===== src/rtl/core/bfvd_pkg.sv =====
// Shared types, constants and helper functions of the vertex dedup block.
package bfvd_pkg;

   localparam int TABLE_BITS   = 2097152;
   localparam int MAX_VERTICES = 65536;
   localparam int MAX_ROUNDS   = 64;

   // Bloom table is kept as rows of 64 bits.
   localparam int ROW_W      = 64;
   localparam int ROW_OW     = $clog2(ROW_W);
   localparam int TBL_AW     = $clog2(TABLE_BITS);
   localparam int BLOOM_ROWS = TABLE_BITS / ROW_W;
   localparam int ROW_AW     = $clog2(BLOOM_ROWS);
   localparam int VTX_AW     = $clog2(MAX_VERTICES);

   localparam int CNT_W   = 17;
   localparam int RND_W   = 7;
   localparam int MOD_W   = 22;
   localparam int SALT_AW = 6;

   localparam logic [31:0] FNV_BASIS = 32'h811c9dc5;
   localparam logic [31:0] FNV_PRIME = 32'h01000193;

   // Register indexes of the control port.
   localparam logic CSR_HASH_ROUNDS = 1'b0;
   localparam logic CSR_TABLE_SIZE  = 1'b1;

   typedef struct packed {
      logic [31:0] x_bits;
      logic [31:0] y_bits;
      logic [31:0] z_bits;
   } req_type;

   typedef struct packed {
      logic [CNT_W-1:0] vertex_index;
      logic             is_new;
      logic             false_positive;
      logic             store_full;
      logic [CNT_W-1:0] vertex_total;
   } rsp_type;

   // Remainder unit handshake.
   typedef struct packed {
      logic             start;
      logic [31:0]      dividend;
      logic [MOD_W-1:0] divisor;
   } mod_req_type;

   typedef struct packed {
      logic              done;
      logic [TBL_AW-1:0] rem;
   } mod_rsp_type;

   function automatic logic [31:0] salt(input logic [SALT_AW-1:0] r);
      logic [31:0] s;
      case (r)
         6'd0:  s = 32'h1953c322;  6'd1:  s = 32'h588ccf17;
         6'd2:  s = 32'h64bf600c;  6'd3:  s = 32'ha6be3f3d;
         6'd4:  s = 32'h341a02ea;  6'd5:  s = 32'h15b03217;
         6'd6:  s = 32'h3b062858;  6'd7:  s = 32'h5956fd06;
         6'd8:  s = 32'h18b5624f;  6'd9:  s = 32'he3be0b46;
         6'd10: s = 32'h20ffcd5c;  6'd11: s = 32'ha35dfd2b;
         6'd12: s = 32'h1fc4a9bf;  6'd13: s = 32'h57c45d5c;
         6'd14: s = 32'ha8661c4a;  6'd15: s = 32'h4f1b74d2;
         6'd16: s = 32'h5a6dde13;  6'd17: s = 32'h3b18dac6;
         6'd18: s = 32'h05a8afbf;  6'd19: s = 32'hbbda2fe2;
         6'd20: s = 32'ha2520d78;  6'd21: s = 32'he7934849;
         6'd22: s = 32'hd541bc75;  6'd23: s = 32'h09a55b57;
         6'd24: s = 32'h9b345ae2;  6'd25: s = 32'hfc2d26af;
         6'd26: s = 32'h38679cef;  6'd27: s = 32'h81bd1e0d;
         6'd28: s = 32'h654681ae;  6'd29: s = 32'h4b3d87ad;
         6'd30: s = 32'hd5ff10fb;  6'd31: s = 32'h23b32f67;
         6'd32: s = 32'hafc7e366;  6'd33: s = 32'hdd955ead;
         6'd34: s = 32'he7c34b1c;  6'd35: s = 32'hfeace0a6;
         6'd36: s = 32'heb16f09d;  6'd37: s = 32'h3c57a72d;
         6'd38: s = 32'h2c8294c5;  6'd39: s = 32'hba92662a;
         6'd40: s = 32'hcd5b2d14;  6'd41: s = 32'h743936c8;
         6'd42: s = 32'h2489beff;  6'd43: s = 32'hc6c56e00;
         6'd44: s = 32'h74a4f606;  6'd45: s = 32'hb244a94a;
         6'd46: s = 32'h5edfc423;  6'd47: s = 32'hf1901934;
         6'd48: s = 32'h24af7691;  6'd49: s = 32'hf6c98b25;
         6'd50: s = 32'hea25af46;  6'd51: s = 32'h76d5f2e6;
         6'd52: s = 32'h5e33cdf2;  6'd53: s = 32'h445eb357;
         6'd54: s = 32'h88556bd2;  6'd55: s = 32'h70d1da7a;
         6'd56: s = 32'h54449368;  6'd57: s = 32'h381020bc;
         6'd58: s = 32'h1c0520bf;  6'd59: s = 32'hf7e44942;
         6'd60: s = 32'ha27e2a58;  6'd61: s = 32'h66866fc5;
         6'd62: s = 32'h12519ce7;  6'd63: s = 32'h437a8456;
         default: s = 32'h0;
      endcase
      return s;
   endfunction

   function automatic logic is_nan(input logic [31:0] a);
      return (a[30:23] == 8'hff) && (a[22:0] != 23'd0);
   endfunction

   // Single-float equality: signed zeros match, NaN never matches.
   function automatic logic float_eq(input logic [31:0] a, input logic [31:0] b);
      logic [31:0] o;
      o = a | b;
      if (is_nan(a) || is_nan(b)) return 1'b0;
      if (o[30:0] == 31'd0) return 1'b1;
      return a == b;
   endfunction

endpackage


===== src/rtl/core/bfvd_hash.sv =====
// FNV-1 32-bit hash of a point, one byte per cycle.
module bfvd_hash (
   input  logic             clock,
   input  logic             reset,
   input  logic             start,
   input  bfvd_pkg::req_type point,
   output logic             done,
   output logic [31:0]      hval
);

   logic        busy_ff, busy_in;
   logic        done_ff, done_in;
   logic [3:0]  cnt_ff, cnt_in;
   logic [95:0] data_ff, data_in;
   logic [31:0] h_ff, h_in;
   logic [31:0] prod;

   assign prod = 32'(h_ff * bfvd_pkg::FNV_PRIME);

   // Load x, y, z little-endian, then fold in one byte each cycle.
   always_comb begin
      busy_in = busy_ff;
      done_in = 1'b0;
      cnt_in  = cnt_ff;
      data_in = data_ff;
      h_in    = h_ff;
      if (start) begin
         busy_in = 1'b1;
         cnt_in  = 4'd0;
         data_in = {point.z_bits, point.y_bits, point.x_bits};
         h_in    = bfvd_pkg::FNV_BASIS;
      end else if (busy_ff) begin
         h_in    = prod ^ {24'd0, data_ff[7:0]};
         data_in = {8'd0, data_ff[95:8]};
         cnt_in  = cnt_ff + 4'd1;
         if (cnt_ff == 4'd11) begin
            busy_in = 1'b0;
            done_in = 1'b1;
         end
      end
   end

   always_ff @(posedge clock) begin
      if (reset) begin
         busy_ff <= 1'b0;
         done_ff <= 1'b0;
      end else begin
         busy_ff <= busy_in;
         done_ff <= done_in;
      end
      cnt_ff  <= cnt_in;
      data_ff <= data_in;
      h_ff    <= h_in;
   end

   assign done = done_ff;
   assign hval = h_ff;

endmodule


===== config.mk =====
export PLATFORM = sky130hd
export DESIGN_NAME = bfvd_hash
export DESIGN_NICKNAME = d
export VERILOG_FILES = /design/src/rtl/core/bfvd_pkg.sv /design/src/rtl/core/bfvd_hash.sv
export SDC_FILE = /design/constraint.sdc
export NUM_CORES = 1
export LEC_CHECK = 0
export ABC_AREA = 0
export BUFFER_PORTS_ARGS = -buffer_cell sky130_fd_sc_hd__buf_4
export CELL_PAD_IN_SITES_DETAIL_PLACEMENT = 0
export CELL_PAD_IN_SITES_GLOBAL_PLACEMENT = 2
export CORE_MARGIN = 2
export CORE_UTILIZATION = 36
export DETAILED_ROUTE_END_ITERATION = 10
export HOLD_SLACK_MARGIN = 0.12
export PLACE_DENSITY = 0.81
export SLEW_MARGIN = 20
export SYNTH_ARGS = -nofsm -noshare
export SYNTH_HDL_FRONTEND = slang
export SYNTH_SLANG_ARGS = --single-unit

===== constraint.sdc =====
create_clock -name clock -period 5.1 [get_ports clock]
set_input_delay 1.02 -clock clock [delete_from_list [all_inputs] [get_ports clock]]
set_output_delay 1.02 -clock clock [all_outputs]
set_load 0.05 [all_outputs]

======== Yosys cells after proc, flatten, opt, wreduce, memory -nomap -nowiden ========
Index checks and enable logic that the tools add are counted.
word-level totals
  flip-flop bits (word level) ............. 134
  bits of input ports ..................... 99
  output and inout port bits .............. 33
  logic and storage cells ................. 18
operators by class
  add/subtract/negate cells ............... 1
  $mul .................................... 1
  eq/ne operators ......................... 1
  multiplexer cells ....................... 6
  bitwise logic cells ..................... 2
  reductions and logical operators ........ 2
operators by type and width
  kind                                                                   count
  96-bit two-way mux                                                     2
  32-bit by 25-bit multiplier with 32-bit output, second input constant  1
  32-bit by 8-bit XOR with 32-bit output                                 1
  4-bit by 1-bit adder with 4-bit output, second input constant          1
  4-bit equality test, second input constant                             1
  1-bit two-way mux                                                      4
  3-bit OR reduction                                                     1
  2-bit nonzero test                                                     1
  1-bit inverter                                                         1

======== Longest topological paths before layout ========
  word-level depth ........................ 4
  depth in mapped cells ................... 22
  gate-level depth less buffers ........... 22

======== Least setup slack after synthesis ========
No wires, ideal clock.
  kind .................................... reg2reg
  from .................................... register h_ff[10] (netlist: hval[10])
  to ...................................... register h_ff[30] (netlist: hval[30])
  setup time .............................. 0.117 ns
  arrival time ............................ 5.196 ns
  required time ........................... 4.983 ns
  path slack .............................. -0.214 ns
  stages on the path, launching flop included .. 19
  path buffers ............................ 0
  clock period less this slack ............ 5.314 ns
  path through ............................ dfxtp_1 ha_1 ha_1 fa_1 ha_1 fa_1 ha_1 inv_1 fa_1 inv_1 ha_1 a21oi_1 o21a_1 a21boi_0 o21ai_0 o21ai_2 a311oi_1 or3_1 a32o_1
between the ends
  cells in the longest elaborated chain, start to end .. 2
ends and longest elaborated chain
  element                                         line             RTL
  from (decl)                                     bfvd_hash.sv:15  logic [31:0] h_ff, h_in;
  from (signal assigned)                          bfvd_hash.sv:53  h_ff <= h_in;
  32-bit by 25-bit multiplier with 32-bit output  bfvd_hash.sv:18  assign prod = 32'(h_ff * bfvd_pkg::FNV_PRIME);
  32-bit by 8-bit XOR with 32-bit output          bfvd_hash.sv:33  h_in = prod ^ {24'd0, data_ff[7:0]};
Every way passes these cells.
A chain may end at the register's enable or synchronous reset.

======== Final worst setup path ========
  from .................................... register h_ff[3] (netlist: hval[3])
  to ...................................... register h_ff[30] (netlist: hval[30])
The elaborated chain is that of the path after synthesis.

==> flow_metrics.py <==
metrics = {
    "min_path": {
        "hp-class": "register to register",
    },
    "die": {
        "io_pins": 132,
        "fp.dieW_um": 178,
        "die_area_um2": 31800,
        "die_h_um": 178,
        "core_area_um2": 29800,
        "initial_core_util_pct": 36.7,
        "rows": 63,
    },
    "worst_setup_path": {
        "cp.arrival_ps": 5200,
        "path_max_fanout": 6,
        "worstSetupStartpointType": "register",
        "crit_type": "register to register",
        "required_ps": 5420,
        "end_kind": "register",
    },
    "drt": {
        "ant_nets": 0,
        "wl_mm": 26.0,
        "via_per_inst": 4.71,
        "drt_iter0_markers": 275,
        "dr_total_vias": 7241,
        "drt_first_pass_iters": 5,
        "remaining_drc_errors": 0,
        "wl_per_cell_um": 16.9,
    },
    "logic_synthesis": {
        "synth_cells": 955,
        "netlist_top_cells_area": "edfxtp_1 26%, ha_1 21%, fa_1 14%",
        "synthDistinctLibCells": 64,
        "yosysMostFrequentCell": "inv_1",
        "syn_avg_cell_area_um2": 11.5,
        "syn_area_um2": 10900,
        "ys_seq_elements": 134,
        "yosys.area.top_type_share_pct": 26.3,
        "synthFlopType": "edfxtp_1",
        "yosysTopAreaCell": "edfxtp_1",
        "ys_seq_area_share_pct": 33.3,
        "async_flop_share_pct": 0,
        "synth_nets": 1315,
        "synth_common_cells": "188 x inv_1, 187 x ha_1, 96 x edfxtp_1",
        "yosysWarnings": 0,
        "synth_edf_count": 96,
    },
    "clock_network": {
        "clockBufferDepth": 2,
        "cts-root-buf": "clkbuf_16",
        "cts_tree": "built",
        "htree_levels": 4,
        "cts_hold_buf": 0,
        "clk_latency_ps": 430,
        "cts_buffers": 17,
        "cts.clk_slew.worst_paths_ps": 70,
        "cts.sinks": 134,
    },
    "global_route": {
        "grt_pass1_vias": 7717,
        "grt_max_degree": 83,
        "grt_use_met1_pct": 21.8,
        "grt-busiest-layer": "met2",
        "antenna_found_initial": 0,
        "grt_pass1_wl_mm": 41.3,
        "met2_usage_pct": 29.8,
        "grt_overflow_total": 0,
        "grtUsageTotal_pct": 17.2,
        "met3_usage_pct": 3.99,
    },
    "final_layout": {
        "n_fill_cell": 2820,
        "fin_util_pct": 45.7,
        "drive_gt1_share_pct": 32.0,
        "area_growth_pct": 24.4,
        "nNetsFinal": 1494,
        "antenna_cells": 0,
    },
    "outcome": {
        "status": "finished clean",
    },
    "timing": {
        "final-setup-viol-count": 0,
        "timing.fmax_mhz": 205,
        "setup_tns_ps": 0,
        "period_share_pct": 95.7,
        "rsz0062_at_grt": "true",
        "finalHoldViolCount": 0,
        "min_period_ps": 4880,
        "fin_skew_ps": 14.6,
        "maxSlewViolCount": 0,
        "slew_headroom_pct": 31.3,
        "tightest_slew_ps": 1030,
    },
    "flow_run": {
        "drv_cap": 0,
    },
    "placed_design": {
        "io_buffers": 131,
        "dp.final_hpwl_mm": 20.2,
        "place_congestion": 0.799,
    },
}
==> stage by stage <==
stage / area (um^2) / setup slack [ps] / hold WS, ps / cells
floorplan: 11000 / 20.9 / 476 / 955
global placement: 12700 / -12.3 / 494 / 1501
detailed placement: 12700 / -100 / 504 / 1501
CTS: 13300 / 4.16 / 520 / 1533
global route: 13600 / -40.9 / 553 / 1537
finish: 13600 / 220 / 516 / 1537
==> per-layer routing <==
metal,routed length [um],share of wire (%)
met2,13100,50
met5,0,0
met4,197,0.76
met1,11500,44
met3,1240,4.8
==> final timing paths <==
kind | startpoint | cells past startpoint | end | slack (ps)
worst min register to register | cnt_ff[3]$_SDFFE_PP0P_ | 2 | done$_SDFF_PP0_ | 520
worst max-delay path | hval[3]$_SDFFE_PP0P_ | 18 | hval[30]$_SDFFE_PP0P_ | 220
worst min-delay path | cnt_ff[3]$_SDFFE_PP0P_ | 2 | done$_SDFF_PP0_ | 520
worst max register to register | hval[3]$_SDFFE_PP0P_ | 18 | hval[30]$_SDFFE_PP0P_ | 220
==> sequential cells by signal (all words and copies together), names as in the netlist <==
signal   cells
data_ff     96
hval        32
cnt_ff       4
busy_ff      1
done         1
==> kinds of logic (layout without fill, tap and decap cells) <==
family | after synthesis | count (layout) | share of synthesized area, %
AO/OA/AOI/OAI | 107 | 107 | 6.54
buffers and inverters | 210 | 402 | 7.35
XOR/XNOR | 45 | 45 | 3.60
adder cells (fa/ha/maj) | 261 | 261 | 34.9
multiplexers | 94 | 94 | 9.60
flip-flops | 134 | 134 | 33.3
AND/OR/NAND/NOR | 104 | 104 | 4.70
==> worst max-delay path: stages, from the launching register on <==
cell and delay, ps:
dfxtp_2 400, ha_1 250, ha_2 330, fa_1 440, ha_1 230, fa_1 440
ha_1 280, inv_1 40, fa_1 470, inv_1 60, ha_4 290, o21a_1 130
o211ai_1 120, a21bo_4 260, a311oi_4 260, o21ai_2 110, a311oi_2 300, o21ai_1 110
a32o_1 250
==> layout by cell type (no fill, tap or decap), drive strengths merged, types with 6 or more instances in the layout <==
master and count:
inv 196, ha 187, buf 182, edfxtp 96, mux2 88, fa 74
dfxtp 38, xnor2 35, a21oi 34, nor2 31, nand2 22, o21ai 22
clkbuf 17, xor2 10, and2 10, nor3 9, a211oi 6, o21a 6
mux2i 6, a21o 6, or2 6
==> timing repair <==
| item | in CTS | in global routing |
|---|---|---|
| resized for setup | 3 | 54 |
| setup endpoints to repair | 4 | 12 |
| buffers inserted | 0 | 4 |
| pin swaps | 0 | 12 |
| endpoints found under the hold margin | 0 | 0 |
==> final cells by class <==
type	instances	area, um^2	share of cell area (%)
multi-input combinational	611	6750	49.6
sequential	134	3680	27.1
timing repair buffer	182	1370	10.1
inverter	188	708	5.20
tap	390	488	3.58
clock buffer	17	425	3.12
clock inverter	15	181	1.33
Power is left out: the tool's default activity adds up to more than one toggle a clock period on the data nets, which glitch-free logic cannot reach.
