--- config.mk ---
export PLATFORM = sky130hd
export DESIGN_NAME = bfvd_modu
export DESIGN_NICKNAME = d
export VERILOG_FILES = /design/src/rtl/core/bfvd_pkg.sv /design/src/rtl/core/bfvd_modu.sv
export SDC_FILE = /design/constraint.sdc
export NUM_CORES = 1
export LEC_CHECK = 0
export ABC_AREA = 1
export ABC_CLOCK_PERIOD_IN_PS = 3000
export BUFFER_PORTS_ARGS = -buffer_cell sky130_fd_sc_hd__buf_2
export CAP_MARGIN = 20
export CORE_ASPECT_RATIO = 0.5
export CORE_MARGIN = 5
export CORE_UTILIZATION = 60
export CTS_BUF_LIST = sky130_fd_sc_hd__clkbuf_4
export DETAILED_ROUTE_END_ITERATION = 10
export PLACE_DENSITY = 0.93
export SLEW_MARGIN = 10
export SYNTH_ARGS = -nofsm -noshare
export SYNTH_HDL_FRONTEND = slang
export SYNTH_SLANG_ARGS = --single-unit
--- constraint.sdc ---
create_clock -name clock -period 3 [get_ports clock]
set_clock_uncertainty 0.1 [all_clocks]
set_input_delay 0 -clock clock [delete_from_list [all_inputs] [get_ports clock]]
set_output_delay 0 -clock clock [all_outputs]
set_load 0.005 [all_outputs]
--- src/rtl/core/bfvd_pkg.sv ---
// Shared types, constants and helper functions of the vertex dedup block.
package bfvd_pkg;

   localparam int TABLE_BITS   = 2097152;
   localparam int MAX_VERTICES = 65536;
   localparam int MAX_ROUNDS   = 64;

   // Bloom table is kept as rows of 64 bits.
   localparam int ROW_W      = 64;
   localparam int ROW_OW     = $clog2(ROW_W);
   localparam int TBL_AW     = $clog2(TABLE_BITS);
   localparam int BLOOM_ROWS = TABLE_BITS / ROW_W;
   localparam int ROW_AW     = $clog2(BLOOM_ROWS);
   localparam int VTX_AW     = $clog2(MAX_VERTICES);

   localparam int CNT_W   = 17;
   localparam int RND_W   = 7;
   localparam int MOD_W   = 22;
   localparam int SALT_AW = 6;

   localparam logic [31:0] FNV_BASIS = 32'h811c9dc5;
   localparam logic [31:0] FNV_PRIME = 32'h01000193;

   // Register indexes of the control port.
   localparam logic CSR_HASH_ROUNDS = 1'b0;
   localparam logic CSR_TABLE_SIZE  = 1'b1;

   typedef struct packed {
      logic [31:0] x_bits;
      logic [31:0] y_bits;
      logic [31:0] z_bits;
   } req_type;

   typedef struct packed {
      logic [CNT_W-1:0] vertex_index;
      logic             is_new;
      logic             false_positive;
      logic             store_full;
      logic [CNT_W-1:0] vertex_total;
   } rsp_type;

   // Remainder unit handshake.
   typedef struct packed {
      logic             start;
      logic [31:0]      dividend;
      logic [MOD_W-1:0] divisor;
   } mod_req_type;

   typedef struct packed {
      logic              done;
      logic [TBL_AW-1:0] rem;
   } mod_rsp_type;

   function automatic logic [31:0] salt(input logic [SALT_AW-1:0] r);
      logic [31:0] s;
      case (r)
         6'd0:  s = 32'h1953c322;  6'd1:  s = 32'h588ccf17;
         6'd2:  s = 32'h64bf600c;  6'd3:  s = 32'ha6be3f3d;
         6'd4:  s = 32'h341a02ea;  6'd5:  s = 32'h15b03217;
         6'd6:  s = 32'h3b062858;  6'd7:  s = 32'h5956fd06;
         6'd8:  s = 32'h18b5624f;  6'd9:  s = 32'he3be0b46;
         6'd10: s = 32'h20ffcd5c;  6'd11: s = 32'ha35dfd2b;
         6'd12: s = 32'h1fc4a9bf;  6'd13: s = 32'h57c45d5c;
         6'd14: s = 32'ha8661c4a;  6'd15: s = 32'h4f1b74d2;
         6'd16: s = 32'h5a6dde13;  6'd17: s = 32'h3b18dac6;
         6'd18: s = 32'h05a8afbf;  6'd19: s = 32'hbbda2fe2;
         6'd20: s = 32'ha2520d78;  6'd21: s = 32'he7934849;
         6'd22: s = 32'hd541bc75;  6'd23: s = 32'h09a55b57;
         6'd24: s = 32'h9b345ae2;  6'd25: s = 32'hfc2d26af;
         6'd26: s = 32'h38679cef;  6'd27: s = 32'h81bd1e0d;
         6'd28: s = 32'h654681ae;  6'd29: s = 32'h4b3d87ad;
         6'd30: s = 32'hd5ff10fb;  6'd31: s = 32'h23b32f67;
         6'd32: s = 32'hafc7e366;  6'd33: s = 32'hdd955ead;
         6'd34: s = 32'he7c34b1c;  6'd35: s = 32'hfeace0a6;
         6'd36: s = 32'heb16f09d;  6'd37: s = 32'h3c57a72d;
         6'd38: s = 32'h2c8294c5;  6'd39: s = 32'hba92662a;
         6'd40: s = 32'hcd5b2d14;  6'd41: s = 32'h743936c8;
         6'd42: s = 32'h2489beff;  6'd43: s = 32'hc6c56e00;
         6'd44: s = 32'h74a4f606;  6'd45: s = 32'hb244a94a;
         6'd46: s = 32'h5edfc423;  6'd47: s = 32'hf1901934;
         6'd48: s = 32'h24af7691;  6'd49: s = 32'hf6c98b25;
         6'd50: s = 32'hea25af46;  6'd51: s = 32'h76d5f2e6;
         6'd52: s = 32'h5e33cdf2;  6'd53: s = 32'h445eb357;
         6'd54: s = 32'h88556bd2;  6'd55: s = 32'h70d1da7a;
         6'd56: s = 32'h54449368;  6'd57: s = 32'h381020bc;
         6'd58: s = 32'h1c0520bf;  6'd59: s = 32'hf7e44942;
         6'd60: s = 32'ha27e2a58;  6'd61: s = 32'h66866fc5;
         6'd62: s = 32'h12519ce7;  6'd63: s = 32'h437a8456;
         default: s = 32'h0;
      endcase
      return s;
   endfunction

   function automatic logic is_nan(input logic [31:0] a);
      return (a[30:23] == 8'hff) && (a[22:0] != 23'd0);
   endfunction

   // Single-float equality: signed zeros match, NaN never matches.
   function automatic logic float_eq(input logic [31:0] a, input logic [31:0] b);
      logic [31:0] o;
      o = a | b;
      if (is_nan(a) || is_nan(b)) return 1'b0;
      if (o[30:0] == 31'd0) return 1'b1;
      return a == b;
   endfunction

endpackage

--- src/rtl/core/bfvd_modu.sv ---
// Restoring remainder unit: 32-bit dividend by table modulus, one bit per cycle.
module bfvd_modu (
   input  logic                  clock,
   input  logic                  reset,
   input  bfvd_pkg::mod_req_type req,
   output bfvd_pkg::mod_rsp_type rsp
);

   logic                       busy_ff, busy_in;
   logic                       done_ff, done_in;
   logic [4:0]                 cnt_ff, cnt_in;
   logic [31:0]                dvd_ff, dvd_in;
   logic [bfvd_pkg::MOD_W-1:0] div_ff, div_in;
   logic [bfvd_pkg::MOD_W-1:0] rem_ff, rem_in;
   logic [bfvd_pkg::MOD_W:0]   trial;

   assign trial = {rem_ff, dvd_ff[31]};

   // Shift in one dividend bit, subtract the divisor when it fits.
   always_comb begin
      busy_in = busy_ff;
      done_in = 1'b0;
      cnt_in  = cnt_ff;
      dvd_in  = dvd_ff;
      div_in  = div_ff;
      rem_in  = rem_ff;
      if (req.start) begin
         busy_in = 1'b1;
         cnt_in  = 5'd0;
         dvd_in  = req.dividend;
         div_in  = req.divisor;
         rem_in  = '0;
      end else if (busy_ff) begin
         if (trial >= {1'b0, div_ff}) begin
            rem_in = bfvd_pkg::MOD_W'(trial - {1'b0, div_ff});
         end else begin
            rem_in = trial[bfvd_pkg::MOD_W-1:0];
         end
         dvd_in = {dvd_ff[30:0], 1'b0};
         cnt_in = cnt_ff + 5'd1;
         if (cnt_ff == 5'd31) begin
            busy_in = 1'b0;
            done_in = 1'b1;
         end
      end
   end

   always_ff @(posedge clock) begin
      if (reset) begin
         busy_ff <= 1'b0;
         done_ff <= 1'b0;
      end else begin
         busy_ff <= busy_in;
         done_ff <= done_in;
      end
      cnt_ff <= cnt_in;
      dvd_ff <= dvd_in;
      div_ff <= div_in;
      rem_ff <= rem_in;
   end

   assign rsp.done = done_ff;
   assign rsp.rem  = rem_ff[bfvd_pkg::TBL_AW-1:0];

endmodule

# Yosys cells after proc, flatten, opt, wreduce, memory -nomap -nowiden

Index checks and enable logic that the tools add are counted.
Widths: inputs -> output; s select.

Register bits: 83
Input bits: 57
Output and inout port bits: 22
Logic and storage cells: 20

$add $sub $neg: 2
Magnitude comparators: 1
Equal/unequal tests: 1
Multiplexer cells: 7
Bitwise gates (word level): 1
Reduce and logical (&&, ||, !) cells: 2

Operators by type and width:

| cell                | number |
|---|---|
| $mux 32             | 2 |
| $ge 23x22->1        | 1 |
| $mux 22             | 1 |
| $sub 22x22->22      | 1 |
| $add 5x1->5 const B | 1 |
| $eq 5x5->1 const B  | 1 |
| $mux 1              | 4 |
| $reduce_or 3->1     | 1 |
| $reduce_bool 2->1   | 1 |
| $not 1->1           | 1 |

# Logic depth before layout (Yosys ltp)

Gate-level depths: netlist of run 1.

Depth in word-level cells: 4
Mapped depth: 15
Gate-level depth less buffers: 15

# Worst setup path before layout of run 1

OpenSTA, ideal clock, no wires.

Kind: register to register
Start point: register div_ff[13] (netlist name)
End point: register rem_ff[9] (netlist name)
Arrival: 1.637 ns
Path slack: 1.121 ns
Stages on the path, launching flop included: 14
Period minus slack after synthesis: 1.879 ns
Cells stage by stage: edfxtp_1 inv_1 ha_1 nand2_1 inv_1 nand2_1 nand2_1 a21oi_1 nand2_2 nand2_4 buf_4 nand3_1 nand3_1 o21ai_1

Longest elaborated chain between the ends: 2

RTL lines:

| item                     | RTL line        | source |
|---|---|---|
| start: declaration       | bfvd_modu.sv:13 | `logic [bfvd_pkg::MOD_W-1:0] div_ff, div_in;` |
| start signal: assignment | bfvd_modu.sv:58 | `div_ff <= div_in;` |
| $ge 23x22->1             | bfvd_modu.sv:34 | `if (trial >= {1'b0, div_ff}) begin` |
| $mux 22                  | bfvd_modu.sv:34 |  |
| end signal: assignment   | bfvd_modu.sv:59 | `rem_ff <= rem_in;` |
| end: declaration         | bfvd_modu.sv:14 | `logic [bfvd_pkg::MOD_W-1:0] rem_ff, rem_in;` |

Every way passes these cells.
A chain may end at the register's enable or synchronous reset.

# Worst setup path in the final report of run 1

Start point: register rem_ff[16] (netlist name)
End point: register rem_ff[6] (netlist name)

Longest elaborated chain between the ends: 2

RTL lines:

| item         | RTL line |
|---|---|
| $ge 23x22->1 | bfvd_modu.sv:34 |
| $mux 22      | bfvd_modu.sv:34 |

Every way passes these cells.

==> results of run 1 <==
-- sequential cells by signal, summed over array words and instances (netlist names) --
name	flops
done_ff	1
cnt_ff	5
dvd_ff	32
busy_ff	1
rem_ff	22
div_ff	22
-- worst paths after layout --
path	start	to	slack, ps	depth (start not counted)
min	req[16]	div_ff[16]	140	2
max	rem_ff[16]	rem_ff[6]	690	11
max reg2reg	rem_ff[16]	rem_ff[6]	690	11
min reg2reg	rem_ff[21]	rem_ff[21]	390	2
-- through the flow --
step / area, um2 / worst slack [ps]
6_report: 6228 / 692.6
3_5_place_dp: 5538 / 739.4
2_1_floorplan: 5246 / 1121
3_3_place_gp: 5538 / 806.9
5_1_grt: 6228 / 427.6
4_1_cts: 6221 / 710.6
-- logic make-up (layout without fill, tap and decap cells) --
group | count (synthesis) | after routing | share of synthesized area (%)
compound gates | 35 | 35 | 3.697
xor+xnor | 9 | 9 | 1.503
fa+ha+maj | 25 | 25 | 6.105
buf+inv | 151 | 268 | 13.40
flops | 83 | 83 | 41.97
simple gates | 404 | 404 | 33.32
-- layout make-up --
| class | count | area [um2] | area share (%) |
|---|---|---|---|
| clock buffer | 9 | 67.56 | 1.085 |
| clock inverter | 7 | 55.05 | 0.8839 |
| inverter | 112 | 420.4 | 6.750 |
| multi-input combinational | 473 | 2341 | 37.59 |
| sequential | 83 | 2202 | 35.36 |
| tap | 117 | 146.4 | 2.350 |
| timing repair buffer | 140 | 996.0 | 15.99 |
-- synth_stat cells, types with 3 or more instances --
master	n	share of area (%)
nand2_2	5	0.60
buf_4	23	3.3
xnor2_1	6	1.0
nor3_1	8	0.76
dfxtp_1	29	11
inv_1	109	7.8
nand2_1	270	19
nand4_1	5	0.60
edfxtp_1	54	31
clkbuf_1	8	0.57
o21ai_1	8	0.76
xor2_1	3	0.50
o21ai_0	5	0.48
nor2_1	29	2.1
buf_6	5	1.1
nand3_1	58	5.5
nor2_2	4	0.48
a21oi_1	15	1.4
ha_1	24	5.7
nand3b_1	14	2.0
-- layer usage --
metal	vias to the layer above	wire, um	part of all wire [%]
met5	-	0	0
met3	31	896	6.8
li1	2435	-	-
met2	176	6196	47
met1	2167	5755	44
met4	0	281	2.1
-- placed cells by master, fill, tap and decap left out, types with 2 or more instances in the layout --
master,netlist,routed
a21oi_1,15,15
buf_2,2,78
buf_4,23,6
clkbuf_4,0,9
clkinv_1,2,3
dfxtp_1,29,29
dlygate4sd3_1,0,56
edfxtp_1,54,54
ha_1,24,24
inv_1,109,109
inv_6,0,5
nand2_1,270,270
nand2_2,5,5
nand3_1,58,58
nand3_2,2,2
nand3b_1,14,14
nand4_1,5,5
nor2_1,29,29
nor2_2,4,4
nor2_4,2,2
nor3_1,8,8
nor4_1,2,2
o21ai_0,5,5
o21ai_1,8,8
o21bai_1,2,2
xnor2_1,6,6
xor2_1,3,3
-- worst reg2reg max path: cells and delay by family (launching register included) --
| kind | cells | cell delay [ps] |
|---|---|---|
| AO/OA/AOI/OAI | 2 | 300 |
| adder cells (fa/ha/maj) | 1 | 370 |
| buffers and inverters | 2 | 360 |
| flip-flops | 1 | 380 |
| AND/OR/NAND/NOR | 6 | 720 |
-- power groups by stage --
stage	sequential [uW]	clock (uW)	combinational, uW
2_1_floorplan	1340	0	209
3_3_place_gp	1350	0	295
3_5_place_dp	1350	0	303
4_1_cts	1330	629	360
5_1_grt	1330	685	419
6_report	1330	614	372
-- repair_timing --
item | in CTS | in global routing
hold buffers | 56 | 0
endpoints found under the hold margin | 67 | 0
setup endpoints to repair | 0 | 0
==> impl_metrics.yaml, run 1 <==
detailed_routing:
  antenna_left: 0
  dr.pass1.iters: 5
  wl_mm: 13.13
  drc: 0
  wl_per_cell_um: 13.95
  drtIter0Drc: 360
  vias_per_cell: 5.111
  vias: 4809
global_route:
  grt_usage_pct: 25.11
  grt_max_degree: 58
  grt_pass1_vias: 4765
  grt-busiest-layer: "met2"
  grt_antenna_before_repair: 0
  met2_usage_pct: 41.86
  overflow: 0
  grt_pass1_wl_mm: 22.07
  use_met1_pct: 32.78
  met3_usage_pct: 5.455
timing:
  whs_ps: 135.9
  fmax_mhz: 433.4
  rsz0062_at_grt: "false"
  period_share_pct: 76.91
  setup_viol: 0
  worst_slew_pin_slew_ps: 864.0
  setup_tns_ps: 0
  slew_headroom_pct: 42.05
  finalHoldViolCount: 0
  fin_crit_ps: 2307
  report.final.slew_viol_count: 0
floorplan:
  io_pins: 79
  num_rows: 24
  core_um2: 8618
  die_y_um: 76.12
  die_x_um: 142.2
  design.die.area_um2: 10830
  start_util_pct: 60.87
setup_path:
  crit_fanout: 13
  cp_data_arrival_time_ps: 2590
  worstPathCellList: "ha_1 > nand2_1 > inv_1 > nand2_1 > nand2_1 > a21oi_1 > nand4_2 > buf_4 > nand2_1 > nand3_1 > o21ai_1"
  required_ps: 3280
  crit_buf_inv: 2
  crit_path_max_incr_delay_ps: 380
  critPathLaunchType: "register"
  crit_path_end_kind: "register"
  path_class: "register to register"
  worst_path_most_repeated_cell: "nand2_1"
  critPathTopFamily: "simple AND/OR/NAND/NOR gates"
  slowest_stage: "dfxtp_1"
clocking:
  cts_tree: "built"
  cts_resized: 0
  insertion_delay_ps: 460
  clock_sinks: 83
  cts.reportedPaths.clkPinSlew_ps: 150
  cts_buffers: 9
  postCtsSetupBuffers: 0
  cts_root_buf: "clkbuf_4"
  htree_levels: 3
  clockBufferDepth: 2
logic_synthesis:
  ys_seq_area_share_pct: 41.97
  yosysUniqueCellTypes: 39
  synth.avg_cell_area_um2: 7.420
  synth_nets: 789
  async_flop_share_pct: 0
  synth_edf_count: 54
  ys.flop_type: "edfxtp_1"
  ys_warn_count: 0
  synthCells: 707
  synth_seq_cells: 83
  synth.cell_area_um2: 5246
power_and_ir_drop:
  p_leak_uw: 0.003260
  power.total_uw: 2313
  clockPowerShare_pct: 26.6
  comb_power_share_pct: 16.1
  p_int_uw: 1643
  pwr-share-seq_pct: 57.4
  vdd_drop_max_v: 0.0002759
  p_switching_uw: 670.1
  power.density_nw_per_um2: 371.4
  p_sw_share_pct: 28.97
min_path:
  hold_class: "primary input to register"
layout:
  n_antenna_cell: 0
  filler_cell_count: 668
  fin_util_pct: 72.27
  layout-drive-gt1-share_pct: 14.20
  area_delta_synth_final_pct: 18.72
  fin_cells: 941
  nNetsFinal: 901
placement:
  post-place-cells: 868
  dp_hpwl_mm: 8.651
  gp_congestion: 0.9687
  portBuffers: 78
flow_run:
  cap_viol_max_count: 0
status:
  run_status: "finished, final reports clean"
Note: power is estimated with default switching activity, not from simulation.
==> run 2: changes to the inputs <==
- ABC_CLOCK_PERIOD_IN_PS: 3000 -> 2100
- CORE_UTILIZATION: 60 -> 54
- PLACE_DENSITY: 0.93 -> 0.89
- clock period: 3 -> 2.1 ns (I/O delays scaled with it)
==> run 2 against run 1 <==
Effect of this change:
- sequential share of layout area shrank 4.5 points
- non-clock buffer count grew 40
- clock power grew 69%
- sequential cell count is the same
- critical endpoint is now rem_ff[17]
- register-to-register slack lost 620 ps
- largest cell class unchanged
- first-iteration DRC count grew 11%
- cell area grew 14%
- core utilization grew 3.2 points
- die area grew 10%
- critical path type unchanged
- total power grew 56%
==> impl_metrics.yaml, run 2 (same netlist as run 1, synthesis figures left out) <==
layout:
  area_delta_synth_final_pct: 35.92
  layout.area.seq_um2: 2203
  layout-drive-gt1-share_pct: 26.44
  fin_cells: 1001
  regMostFlops: "dvd_ff"
  n_antenna_cell: 0
  largest_register_ffs: 32
  filler_cell_count: 680
  layout_commonest_cell: "nand2_1"
  reg_top3: "dvd_ff x32, div_ff x22, rem_ff x22"
  layout_common_cells: "nand2_1 (239), inv_1 (98), buf_2 (78)"
  nNetsFinal: 943
  multi_input_area_um2: 2800
timing:
  fmax_mhz: 492.2
  fin_crit_ps: 2032
  setup_viol: 0
  report.final.slew_viol_count: 0
  rsz0062_at_grt: "true"
  slew_headroom_pct: 69.29
  period_share_pct: 96.74
  finalHoldViolCount: 0
  worst_slew_pin_slew_ps: 460.6
global_route:
  grt_pass1_wl_mm: 22.74
  grt_max_degree: 44
  grt_antenna_before_repair: 0
  grt_pass1_vias: 4845
  grt_usage_pct: 23.97
  overflow: 0
clocking:
  insertion_delay_ps: 460
  htree_levels: 3
  cts_root_buf: "clkbuf_4"
  clock_sinks: 83
  cts.reportedPaths.clkPinSlew_ps: 160
  cts_tree: "built"
  clockBufferDepth: 2
  cts_buffers: 9
setup_path:
  required_ps: 2390
  worst_path_most_repeated_cell: "nand2_1"
  crit_buf_inv: 2
  cp_data_arrival_time_ps: 2330
  crit_path_max_incr_delay_ps: 460
  path_class: "register to register"
  worstPathCellList: "ha_4 > buf_6 > nand2_1 > nand2_2 > nand2_2 > nand2_1 > a21oi_2 > nand4_4 > buf_12 > nand3_2 > nand3_1 > nand2_1"
  slowest_stage: "dfxtp_1"
  critPathLaunchType: "register"
  crit_fanout: 8
  crit_path_end_kind: "register"
  critPathTopFamily: "simple AND/OR/NAND/NOR gates"
flow_run:
  cap_viol_max_count: 0
detailed_routing:
  vias_per_cell: 5.106
  vias: 5111
  drc: 0
  antenna_left: 0
  dr.pass1.iters: 5
  drtIter0Drc: 399
  wl_mm: 14.88
  wl_per_cell_um: 14.86
floorplan:
  die_y_um: 79.70
  io_pins: 79
  core_um2: 9447
  start_util_pct: 55.54
  die_x_um: 149.4
  num_rows: 25
  design.die.area_um2: 11910
power_and_ir_drop:
  power.density_nw_per_um2: 504.6
  power.total_uw: 3598
  vdd_drop_max_v: 0.0003368
  p_leak_uw: 0.003478
placement:
  portBuffers: 78
  gp_congestion: 0.9734
  dp_hpwl_mm: 9.300
  post-place-cells: 915
status:
  run_status: "finished, final reports clean"
min_path:
  hold_class: "primary input to register"
-- run 2: cell types whose count changed in the layout (fill, tap and decap cells not counted), sizes merged --
cell / delta
clkinv: +1
clkbuf: +1
buf: +34
nand2: +2
bufinv: +1
inv: -1
dlygate4sd3: +5
clkinvlp: -1
-- run 2: worst paths after layout --
check,start,endpoint,slack (ps),cells after the start
max,rem_ff[19],rem_ff[17],70,12
min,req[12],div_ff[12],140,2
max reg2reg,rem_ff[19],rem_ff[17],70,12
min reg2reg,rem_ff[21],rem_ff[21],380,2
-- run 2: cell type report --
cell class | instances | share of cell area [%]
Multi-Input combinational cell | 475 | 39.27
Timing Repair Buffer | 180 | 19.44
Tap cell | 135 | 2.369
Inverter | 112 | 5.966
Clock inverter | 7 | 1.105
Clock buffer | 9 | 0.9475
Sequential cell | 83 | 30.90
-- run 2: where the power goes --
part           switching (uW)  total [uW]  leakage, uW  internal [uW]
clock network             657        1040    0.0000821            383
logic                     352         659      0.00262            307
registers                36.7        1900     0.000779           1860
total                    1050        3600      0.00348           2550
-- run 2: stage by stage --
stage | setup TNS [ps] | hold slack, ps | instance area (um2) | utilization [%] | setup WS [ps]
2_1_floorplan | 0 | -23.73 | 5246 | - | 221.2
6_report | 0 | 143.0 | 7131 | 75.48 | 68.42
3_5_place_dp | -36.25 | 78.11 | 5803 | 61.43 | -22.20
4_1_cts | 0 | 115.9 | 6571 | 69.56 | 2.342
3_3_place_gp | 0 | 75.97 | 5803 | 61.43 | 20.34
5_1_grt | -462.2 | 117.3 | 7131 | 75.48 | -53.08
-- run 2: metal layers --
layer	share of wire, %	global-route usage, %	up-vias	wire (um)
met2	47	40.95	185	6994
met5	0	0	-	0
li1	-	-	2517	-
met1	45	31.52	2380	6631
met4	1.9	6.027	0	289
met3	6.5	4.765	29	964
-- run 2: what timing repair did --
action / 4_1_cts / 5_1_grt
gates resized for setup: 3 / 101
buffers inserted: 0 / 4
endpoints found under the hold margin: 67 / 0
pin swaps: 0 / 18
setup endpoints to repair: 16 / 22
hold buffers: 61 / 0
gates cloned: 0 / 5
==> run 3: changes to the inputs <==
- PLACE_DENSITY: 0.89 -> default
- PLACE_DENSITY_LB_ADDON: default -> 0.25
==> run 3 against run 2 <==
Effect of this change:
- sequential cell count unchanged
- via count down 1.1%
- largest cell class unchanged
- count of clock-buffer cells in the layout up 1
- core utilization up 0.41 points
- combinational power up 1%
- cell count up 0.20%
- worst hold slack worse by 4.1 ps
==> impl_metrics.yaml, run 3 (same netlist as run 1, synthesis figures left out) <==
timing:
  setup_viol: 0
  finalHoldViolCount: 0
  period_share_pct: 96.06
  report.final.slew_viol_count: 0
  worst_slew_pin_slew_ps: 528.6
  fin_crit_ps: 2017
  finalWorstSetupSlack_ps: 82.81
  slew_headroom_pct: 64.76
  fmax_mhz: 495.7
power_and_ir_drop:
  power.density_nw_per_um2: 486.7
  power.total_uw: 3489
  vdd_drop_max_v: 0.0003376
  p_leak_uw: 0.003566
detailed_routing:
  antenna_left: 0
  drtIter0Drc: 326
  drc: 0
  vias: 5054
  dr.pass1.iters: 5
  wl_mm: 14.56
  vias_per_cell: 5.039
  wl_per_cell_um: 14.51
setup_path:
  reg2reg_depth: 12
  critPathLaunchType: "register"
  required_ps: 2360
  slowest_stage: "edfxtp_1"
  crit_path_max_incr_delay_ps: 350
  crit_buf_inv: 3
  crit_path_end_kind: "register"
  worstPathCellList: "inv_1 > ha_4 > nand2_4 > nor2_4 > inv_2 > nor2_4 > nand3b_1 > nand4_4 > clkbuf_16 > nand3_1 > nand2_1 > nand2_1"
  cp_data_arrival_time_ps: 2280
  crit_cells: 12
  path_class: "register to register"
  crit_fanout: 6
  critPathTopFamily: "simple AND/OR/NAND/NOR gates"
clocking:
  htree_levels: 3
  cts_buffers: 9
  cts.reportedPaths.clkPinSlew_ps: 160
  clock_sinks: 83
  cts_tree: "built"
  clockBufferDepth: 2
  cts_root_buf: "clkbuf_4"
  insertion_delay_ps: 470
placement:
  portBuffers: 78
  gp_congestion: 0.9217
  pre_cts_slack_ps: -60.05
  dp_hpwl_mm: 9.128
layout:
  nNetsFinal: 945
  n_antenna_cell: 0
  largest_register_ffs: 32
  area_delta_synth_final_pct: 36.66
  reg_top3: "dvd_ff x32, div_ff x22, rem_ff x22"
  layout_commonest_cell: "nand2_1"
  layout-drive-gt1-share_pct: 27.42
  layout_common_cells: "nand2_1 (237), inv_1 (101), buf_2 (78)"
  regMostFlops: "dvd_ff"
min_path:
  hold_class: "primary input to register"
  min_delay_path_depth: 2
floorplan:
  num_rows: 25
  design.die.area_um2: 11910
  io_pins: 79
  core_um2: 9447
  die_y_um: 79.70
  start_util_pct: 55.54
  die_x_um: 149.4
global_route:
  grt_antenna_before_repair: 0
  grt_pass1_vias: 4567
  grt_pass1_wl_mm: 21.67
  grt_max_degree: 49
  grt_usage_pct: 23.17
  overflow: 0
flow_run:
  cap_viol_max_count: 0
status:
  run_status: "finished, final reports clean"
[run 3: worst paths after layout]
kind	end	slack [ps]	start
worst max register to register	rem_ff[18]	80	div_ff[9]
worst max-delay path	rem_ff[18]	80	div_ff[9]
worst min-delay path	div_ff[4]	140	req[4]
worst min register to register	rem_ff[21]	380	rem_ff[21]
[run 3: layer usage]
metal | GRT usage, % | vias to the layer above | routed length [um]
li1 | - | 2524 | -
met3 | 4.765 | 23 | 1071
met2 | 37.84 | 190 | 6510
met5 | 0 | - | 0
met1 | 31.59 | 2317 | 6715
met4 | 6.210 | 0 | 260
[run 3: final cells by class]
type | instances | area, um2
multi-input cells | 475 | 2840
fillers | 745 | 2277
flip-flops and latches | 83 | 2203
repair buffers | 182 | 1399
inverters | 112 | 425.4
well taps | 135 | 168.9
clock buffers | 10 | 75.07
clock inverters | 6 | 57.56
[run 3: through the flow]
stage                     util [%]  instance area, um2  cells  hold slack [ps]  TNS [ps]
final                        75.89                7169   1003            138.9         0
after detailed placement     61.48                5808    914            78.14    -627.4
after floorplan                  -                5246    707           -23.73         0
after global placement       61.48                5808    914            75.86    -8.297
after global routing         75.89                7169   1003            113.8    -472.7
after CTS                    69.03                6521    986            107.6    -11.14
[run 3: power by group]
group,switching (uW),total (uW),internal (uW)
logic,354,666,312
clock network,641,928,286
registers,34.3,1900,1860
total,1030,3490,2460
[run 3: repair_timing]
item                                   4_1_cts  5_1_grt
resized for setup                            5      111
endpoints found under the hold margin       64        0
pin swaps                                    0       28
gates cloned                                 0        5
buffers inserted                             0       12
setup endpoints to repair                   22       22
hold buffers                                56        0
